### src/rtl/lld_pkg.sv
// Shared types and constants for the least-loaded dispatcher.
// No dependencies; used by every module of the block.
package lld_pkg;

    localparam int MAX_SERVERS_DEFAULT     = 32;
    localparam int TASK_LOAD_WIDTH_DEFAULT = 16;

    localparam int TASK_LOAD_BITS = 16;
    localparam int LOAD_BITS      = 32;
    localparam int INDEX_BITS     = 5;
    localparam int ACTIVE_BITS    = 6;
    localparam logic [ACTIVE_BITS-1:0] ACTIVE_RESET = 6'd20;

    // Servers scanned per group in the first reduction stage.
    localparam int GROUP_SIZE = 8;

    localparam int S_TDATA_BITS = 16;
    localparam int M_TDATA_BITS = 40;
    localparam int M_PAD_BITS   = M_TDATA_BITS - INDEX_BITS - LOAD_BITS;

    typedef enum logic {
        OP_ASSIGN = 1'b0,
        OP_CLEAR  = 1'b1
    } lld_op_t;

    typedef enum logic [1:0] {
        ST_IDLE,
        ST_REDUCE,
        ST_UPDATE
    } lld_state_t;

    typedef struct packed {
        logic accept;
        logic reduce;
        logic update;
    } lld_cmd_t;

    typedef struct packed {
        logic out_free;
    } lld_stat_t;

endpackage

### src/rtl/lld_ctrl.sv
// Controller for the least-loaded dispatcher: sequences accept, reduce and update.
// Depends on lld_pkg for the state, command and status types.
module lld_ctrl
(
    input  logic              clk,
    input  logic              rst_n,
    input  logic              in_valid,
    input  logic              in_op,
    output logic              in_ready,
    input  lld_pkg::lld_stat_t stat,
    output lld_pkg::lld_cmd_t  cmd
);

    lld_pkg::lld_state_t state_reg;
    lld_pkg::lld_state_t state_next;

    always_ff @(posedge clk or negedge rst_n)
    begin
        if (!rst_n)
        begin
            state_reg <= lld_pkg::ST_IDLE;
        end
        else
        begin
            state_reg <= state_next;
        end
    end

    always_comb
    begin
        state_next = state_reg;
        cmd        = '0;
        in_ready   = 1'b0;
        case (state_reg)
            lld_pkg::ST_IDLE:
            begin
                in_ready = 1'b1;
                if (in_valid)
                begin
                    cmd.accept = 1'b1;
                    // A clear needs no search, so it goes straight to the update.
                    if (lld_pkg::lld_op_t'(in_op) == lld_pkg::OP_CLEAR)
                    begin
                        state_next = lld_pkg::ST_UPDATE;
                    end
                    else
                    begin
                        state_next = lld_pkg::ST_REDUCE;
                    end
                end
            end
            lld_pkg::ST_REDUCE:
            begin
                cmd.reduce = 1'b1;
                state_next = lld_pkg::ST_UPDATE;
            end
            lld_pkg::ST_UPDATE:
            begin
                if (stat.out_free)
                begin
                    cmd.update = 1'b1;
                    state_next = lld_pkg::ST_IDLE;
                end
            end
            default:
            begin
                state_next = lld_pkg::ST_IDLE;
            end
        endcase
    end

endmodule

### src/rtl/lld_datapath.sv
// Datapath of the least-loaded dispatcher: accumulators, two-stage argmin,
// saturating add and the output register. Depends on lld_pkg.
module lld_datapath #(
    parameter int MAX_SERVERS     = lld_pkg::MAX_SERVERS_DEFAULT,
    parameter int TASK_LOAD_WIDTH = lld_pkg::TASK_LOAD_WIDTH_DEFAULT
)
(
    input  logic                                clk,
    input  logic                                rst_n,
    input  logic                                cfg_we,
    input  logic [lld_pkg::ACTIVE_BITS-1:0]     cfg_data,
    input  logic                                in_op,
    input  logic [lld_pkg::TASK_LOAD_BITS-1:0]  in_load,
    input  lld_pkg::lld_cmd_t                   cmd,
    output lld_pkg::lld_stat_t                  stat,
    output logic                                out_valid,
    input  logic                                out_ready,
    output logic [lld_pkg::INDEX_BITS-1:0]      out_index,
    output logic [lld_pkg::LOAD_BITS-1:0]       out_load,
    output logic                                out_sat
);

    localparam int IDX_W  = $clog2(MAX_SERVERS);
    localparam int GRP    = lld_pkg::GROUP_SIZE;
    localparam int NGRP   = (MAX_SERVERS + GRP - 1) / GRP;
    localparam int PAD    = NGRP * GRP;
    localparam int CMP_W  = lld_pkg::ACTIVE_BITS + 1;
    localparam int LW     = lld_pkg::LOAD_BITS;
    localparam int TW     = lld_pkg::TASK_LOAD_BITS;
    localparam logic [TW-1:0] TASK_MASK = (TASK_LOAD_WIDTH >= TW) ? {TW{1'b1}} :
        TW'((64'd1 << TASK_LOAD_WIDTH) - 64'd1);

    logic [lld_pkg::ACTIVE_BITS-1:0] active_reg;
    logic [LW-1:0]                   load_reg [MAX_SERVERS];

    lld_pkg::lld_op_t op_reg;
    logic [TW-1:0]    task_reg;

    logic [LW-1:0]    pad_load [PAD];
    logic [PAD-1:0]   pad_act;

    logic [LW-1:0]    grp_val_c [NGRP];
    logic [IDX_W-1:0] grp_idx_c [NGRP];
    logic [NGRP-1:0]  grp_vld_c;
    logic [LW-1:0]    grp_val_reg [NGRP];
    logic [IDX_W-1:0] grp_idx_reg [NGRP];
    logic [NGRP-1:0]  grp_vld_reg;

    logic [LW-1:0]    best_val_c;
    logic [IDX_W-1:0] best_idx_c;
    logic [LW-1:0]    best_val_reg;
    logic [IDX_W-1:0] best_idx_reg;

    logic [LW:0]      sum_c;
    logic             sat_c;
    logic [LW-1:0]    new_load_c;

    logic                           out_valid_reg;
    logic [lld_pkg::INDEX_BITS-1:0] out_index_reg;
    logic [LW-1:0]                  out_load_reg;
    logic                           out_sat_reg;

    always_ff @(posedge clk or negedge rst_n)
    begin
        if (!rst_n)
        begin
            active_reg <= lld_pkg::ACTIVE_RESET;
        end
        else if (cfg_we)
        begin
            active_reg <= cfg_data;
        end
    end

    // Server 0 always takes part; a count above the server total covers them all.
    for (genvar j = 0; j < PAD; j++)
    begin : g_pad
        if (j < MAX_SERVERS)
        begin : g_real
            assign pad_load[j] = load_reg[j];
            assign pad_act[j]  = (j == 0) || ({1'b0, active_reg} > CMP_W'(j));
        end
        else
        begin : g_fill
            assign pad_load[j] = '0;
            assign pad_act[j]  = 1'b0;
        end
    end

    // First stage: a linear scan inside each group; strict compare keeps the lowest index.
    for (genvar g = 0; g < NGRP; g++)
    begin : g_grp
        logic             found;
        logic [LW-1:0]    val;
        logic [IDX_W-1:0] idx;

        always_comb
        begin
            found = 1'b0;
            val   = '0;
            idx   = '0;
            for (int k = 0; k < GRP; k++)
            begin
                if (pad_act[g*GRP+k] && (!found || (pad_load[g*GRP+k] < val)))
                begin
                    found = 1'b1;
                    val   = pad_load[g*GRP+k];
                    idx   = IDX_W'(g*GRP+k);
                end
            end
        end

        assign grp_val_c[g] = val;
        assign grp_idx_c[g] = idx;
        assign grp_vld_c[g] = found;
    end

    always_ff @(posedge clk)
    begin
        if (cmd.accept)
        begin
            op_reg      <= lld_pkg::lld_op_t'(in_op);
            task_reg    <= in_load & TASK_MASK;
            grp_vld_reg <= grp_vld_c;
            for (int g = 0; g < NGRP; g++)
            begin
                grp_val_reg[g] <= grp_val_c[g];
                grp_idx_reg[g] <= grp_idx_c[g];
            end
        end
    end

    // Second stage: groups in ascending order, so ties still go to the lower index.
    always_comb
    begin
        logic found;
        found      = 1'b0;
        best_val_c = '0;
        best_idx_c = '0;
        for (int g = 0; g < NGRP; g++)
        begin
            if (grp_vld_reg[g] && (!found || (grp_val_reg[g] < best_val_c)))
            begin
                found      = 1'b1;
                best_val_c = grp_val_reg[g];
                best_idx_c = grp_idx_reg[g];
            end
        end
    end

    always_ff @(posedge clk)
    begin
        if (cmd.reduce)
        begin
            best_val_reg <= best_val_c;
            best_idx_reg <= best_idx_c;
        end
    end

    assign sum_c      = {1'b0, best_val_reg} + (LW+1)'(task_reg);
    assign sat_c      = sum_c[LW];
    assign new_load_c = sat_c ? {LW{1'b1}} : sum_c[LW-1:0];

    always_ff @(posedge clk or negedge rst_n)
    begin
        if (!rst_n)
        begin
            for (int i = 0; i < MAX_SERVERS; i++)
            begin
                load_reg[i] <= '0;
            end
        end
        else if (cmd.update)
        begin
            if (op_reg == lld_pkg::OP_CLEAR)
            begin
                for (int i = 0; i < MAX_SERVERS; i++)
                begin
                    load_reg[i] <= '0;
                end
            end
            else
            begin
                load_reg[best_idx_reg] <= new_load_c;
            end
        end
    end

    always_ff @(posedge clk or negedge rst_n)
    begin
        if (!rst_n)
        begin
            out_valid_reg <= 1'b0;
        end
        else if (cmd.update)
        begin
            out_valid_reg <= 1'b1;
        end
        else if (out_ready)
        begin
            out_valid_reg <= 1'b0;
        end
    end

    always_ff @(posedge clk)
    begin
        if (cmd.update)
        begin
            if (op_reg == lld_pkg::OP_CLEAR)
            begin
                out_index_reg <= '0;
                out_load_reg  <= '0;
                out_sat_reg   <= 1'b0;
            end
            else
            begin
                out_index_reg <= lld_pkg::INDEX_BITS'(best_idx_reg);
                out_load_reg  <= new_load_c;
                out_sat_reg   <= sat_c;
            end
        end
    end

    assign stat.out_free = !out_valid_reg || out_ready;
    assign out_valid     = out_valid_reg;
    assign out_index     = out_index_reg;
    assign out_load      = out_load_reg;
    assign out_sat       = out_sat_reg;

endmodule

### src/rtl/least_loaded_dispatch.sv
// Least-loaded dispatcher: sends each task to the server holding the smallest load.
// Top level; instantiates lld_ctrl and lld_datapath, uses lld_pkg.
//
// Channels: the slave stream carries tasks (tuser = operation, tdata = task load);
// the master stream returns one transaction per task (tdata = chosen server and its
// load after the add, tuser = saturation flag). The config channel writes the
// number of active servers and is always ready.
// An assign task passes through the two registered stages of the argmin search
// (groups of eight servers, then across groups); the saturating add is then written
// to the accumulator and the output register. A clear skips the search and goes
// straight to the update. No new task is taken before the current one is updated.
// Reset zeroes every accumulator, empties the output register and sets the active
// server count to 20.
// When the receiver stalls, the next task is still accepted while the result waits
// in the output register; that task then holds in its update step until the
// register frees.
module least_loaded_dispatch #(
    parameter int MAX_SERVERS     = lld_pkg::MAX_SERVERS_DEFAULT,
    parameter int TASK_LOAD_WIDTH = lld_pkg::TASK_LOAD_WIDTH_DEFAULT
)
(
    input  logic                               clk,
    input  logic                               rst_n,
    input  logic                               cfg_valid,
    output logic                               cfg_ready,
    input  logic [lld_pkg::ACTIVE_BITS-1:0]    cfg_data,
    input  logic                               s_tvalid,
    output logic                               s_tready,
    input  logic [lld_pkg::S_TDATA_BITS-1:0]   s_tdata,  // [15:0] task_load
    input  logic [0:0]                         s_tuser,  // [0] operation
    output logic                               m_tvalid,
    input  logic                               m_tready,
    output logic [lld_pkg::M_TDATA_BITS-1:0]   m_tdata,  // [4:0] server_index,
                                                         // [36:5] server_load_after,
                                                         // [39:37] zero
    output logic [0:0]                         m_tuser   // [0] saturated
);

    lld_pkg::lld_cmd_t  cmd;
    lld_pkg::lld_stat_t stat;

    logic [lld_pkg::INDEX_BITS-1:0] out_index;
    logic [lld_pkg::LOAD_BITS-1:0]  out_load;
    logic                           out_sat;

    assign cfg_ready = 1'b1;

    lld_ctrl u_ctrl
    (
        .clk      (clk),
        .rst_n    (rst_n),
        .in_valid (s_tvalid),
        .in_op    (s_tuser[0]),
        .in_ready (s_tready),
        .stat     (stat),
        .cmd      (cmd)
    );

    lld_datapath #(
        .MAX_SERVERS     (MAX_SERVERS),
        .TASK_LOAD_WIDTH (TASK_LOAD_WIDTH)
    ) u_datapath
    (
        .clk       (clk),
        .rst_n     (rst_n),
        .cfg_we    (cfg_valid && cfg_ready),
        .cfg_data  (cfg_data),
        .in_op     (s_tuser[0]),
        .in_load   (s_tdata),
        .cmd       (cmd),
        .stat      (stat),
        .out_valid (m_tvalid),
        .out_ready (m_tready),
        .out_index (out_index),
        .out_load  (out_load),
        .out_sat   (out_sat)
    );

    assign m_tdata = {{lld_pkg::M_PAD_BITS{1'b0}}, out_load, out_index};
    assign m_tuser = out_sat;

endmodule

### config.mk
export PLATFORM = sky130hd
export DESIGN_NAME = least_loaded_dispatch
export DESIGN_NICKNAME = d
export VERILOG_FILES = /design/src/rtl/lld_pkg.sv /design/src/rtl/lld_ctrl.sv /design/src/rtl/lld_datapath.sv /design/src/rtl/least_loaded_dispatch.sv
export SDC_FILE = /design/constraint.sdc
export NUM_CORES = 2
export LEC_CHECK = 0
export BUFFER_PORTS_ARGS = -buffer_cell sky130_fd_sc_hd__clkbuf_2
export CAP_MARGIN = 20
export CORE_UTILIZATION = 40
export DETAILED_ROUTE_END_ITERATION = 16
export GPL_TIMING_DRIVEN = 0
export PLACE_DENSITY = 0.53
export SLEW_MARGIN = 25
export SYNTH_ARGS = -nofsm -noshare
export SYNTH_HDL_FRONTEND = slang
export SYNTH_SLANG_ARGS = --single-unit
### constraint.sdc
create_clock -name clk -period 44.9 [get_ports clk]
set_input_delay 8.98 -clock clk [delete_from_list [all_inputs] [get_ports clk]]
set_output_delay 8.98 -clock clk [all_outputs]
set_load 0.05 [all_outputs]
==> results.md <==
* Max Clk Rate at 35.1 MHz
* Min-delay worst type: flop to flop
* Crit path from: u_datapath.active_reg[0]$_DFFE_PN0P_
* Seq/Total Area, Yosys at between 30% and 40%
* Async SR Flop Fraction at about four fifths
* Grt ovf at 0
* Vias in the first global route at 80200
* Hold path depth at 2
* RSZ-0062 raised after global routing: false
* CP max stage cell: a2111oi_0
* Commonest cells after routing, fill and taps aside: o21ai_0, dfrtp_1, ha_1
* Number of buffers created by CTS at 156
* Reg2Reg Launch Point: u_datapath.active_reg[0]$_DFFE_PN0P_
* DRT iter0 DRCs at 9497
* Largest net degree at the start of global routing at 79
* Syn_area_per_cell at 9.01 um2
* Drc violations at 0
* Core area at 223000 um2
* Req. time, crit path at ~45 ns
* Yosys warning count at 0
* Main combinational cell family by area after synthesis: compound AO/OA/AOI/OAI gates
* Synth Area in Compound Gates at 23.1%
* Pre-CTS WS at 16.99 ns
* Hpwl dp at between 300000 and 400000 um
* Area share of xor/xnor cells in the synthesized design at 0.185%
* CTS Buffer Depth at 3
* Synth-to-layout area growth at 12.9%
* FF-to-FF setup slack at around 16 ns
* Wirelength per Cell at 30.1 um
* Crit-path most repeated cell: clkbuf_1
* Worst Path Arrival at between 20 and 30 ns
* GRT Util Overall at 34.6%
* Worst Setup Start Kind: flop
* Hold Buf Count CTS at 0
* CTS tree: done
* Chip width at 476 um
* Via count at 84500
* Share of post-route cells with drive strength above 1 at between 7 and 8%
* Critical-path maximum fanout at 10
* Skew final at 0.0451 ns
* Slew Viols, Final at 0
* Root Driver: clkbuf_16
* Die Y at between 400 and 500 um
* Multiplexer share of the synthesized area at 6.61%
* Post-route setup slack at approximately 16 ns
* Top FF cell, synth: dfrtp_1
* First-pass GRT wire length at between 500000 and 600000 um
* Hold_sp: u_datapath.load_reg[758]$_DFFE_PN0P_
* Max_slew headroom at about 16%
* Leading cell type in the layout, fill and taps excluded: o21ai_0
* WL final at 404000 um
* #FFs+latches synth at 1271
* Reg2reg path depth at approximately 90
* Post-CTS Setup Repair Bufs at 0
* H-tree Lvls at 4
* Max reg flops at 1024
* Final Wtd Congestion at approximately 1.0
* Final TNS setup at 0 ns
* I/O Buffers at 66
* Count of mapped cells out of synthesis at 9989
* CP endpoint kind: flop
* Via density at 6.30
* Nets at 11300
* Slew of the pin with the lowest slew margin at between 1 and 1.5 ns
* Period utilisation layout at between 60% and 70%
* Worst R2R End: u_datapath.grp_val_reg[2][12]$_DFFE_PP_
* Initial antenna violation count at 35
* Yosys cell types at 94
* Post-Synth Simple-Gate Area at 13.6%
* Resize count post-CTS at 0
* Die Footprint at between 200000 and 250000 um2
* Initial DRT Pass Iterations at 9
* Latest clock arrival within the worst-skew pair at 0.86 ns
* Clk sinks at 1271
* # setup viols final at 0
* Status: finished clean
* Post-synth EDFFs at 238
* Detail Route Antenna Nets at 0
* WHS Endpoint: u_datapath.load_reg[758]$_DFFE_PN0P_
* Tmin final at 28.49 ns
* Initial core utilization at 40.4%
* Critical path class: flop to flop
* Reg clk slew, reported paths at 0.06 ns
* Max_cap viols at 0
* # rows at ~170
* Final hold violations at 0
* Ports at 72
* Synth Area in Adders at 13.6%
* Mapped Area at 90000 um2
* Slowest stage delay, CP at 0.90 ns
[logic make-up (layout without fill, tap and decap cells)]
kind of cell,after synthesis,in the layout
other,2,21
buffers and inverters,1463,1889
adders and majority gates,978,978
muxes,572,572
xor gates and xnor gates,19,19
AOI/OAI and AO/OA,3252,3252
DFF,1271,1271
and+or+nand+nor,2432,2432
[worst max-delay path by stage]
stage / to / slack (ns) / cells after the start
floorplan: u_datapath.grp_val_reg[3][19]$_DFFE_PP_ / 25.30 / 86
CTS: u_datapath.grp_val_reg[2][11]$_DFFE_PP_ / 16.87 / 91
finish: u_datapath.grp_val_reg[2][12]$_DFFE_PP_ / 16.41 / 92
global route: u_datapath.grp_val_reg[2][12]$_DFFE_PP_ / 15.25 / 93
detailed placement: u_datapath.grp_val_reg[2][11]$_DFFE_PP_ / 16.99 / 91
global placement: u_datapath.load_reg[366]$_DFFE_PN0P_ / 7.70 / 1
[worst max-delay path: cells and delay by family (launching register included)]
family          cells  cell delay [ns]
compound gates     39            11.44
buf+inv            22             7.38
simple gates       21             5.94
fa+ha+maj           7             1.61
mux                 3             1.37
flops               1             0.35
[Yosys cell counts, drive strengths merged (238+ instances only)]
cell type     n  area share, %
inv         705            2.9
nand3       912            5.1
edfxtp      238            7.9
nand2       473            2.0
dfrtp      1031             29
mux2i       395            4.4
a21o        394            3.3
o21ai      1135            6.3
clkbuf      671            2.8
a21oi       518            2.9
nor2        324            1.4
ha          977             14
[layer usage]
layer  vias to the layer above  global-route usage, %  share of wire [%]
met5                         -                      0             0.0067
met4                         4                   20.2                6.6
met3                       836                   5.72                7.4
met2                      3715                   53.1                 44
met1                     42200                   46.0                 42
li1                      37800                      -                  -
[through the flow]
step | hold WS (ns) | cell area, um2 | std cells | utilization [%]
floorplan | 0.469 | 90000 | 9991 | -
CTS | 0.503 | 102000 | 13400 | 45.6
detailed placement | 0.490 | 95900 | 13100 | 43.0
global placement | 0.484 | 94100 | 13000 | 42.2
global route | 0.525 | 102000 | 13400 | 45.6
finish | 0.500 | 102000 | 13400 | 45.6
[area by class of cell]
cell class,instances,area [um2]
antenna,17,42.5
buffer,755,3050
clock buffer,202,4300
clock inverter,90,1420
fill,21600,121000
inverter,708,2660
multi-input combinational,7257,51600
sequential,1271,33000
tap,2975,3720
timing repair buffer,134,1920
Power is not shown: default switching activity piles up to over one toggle a cycle in this logic, so the estimate is an artifact.
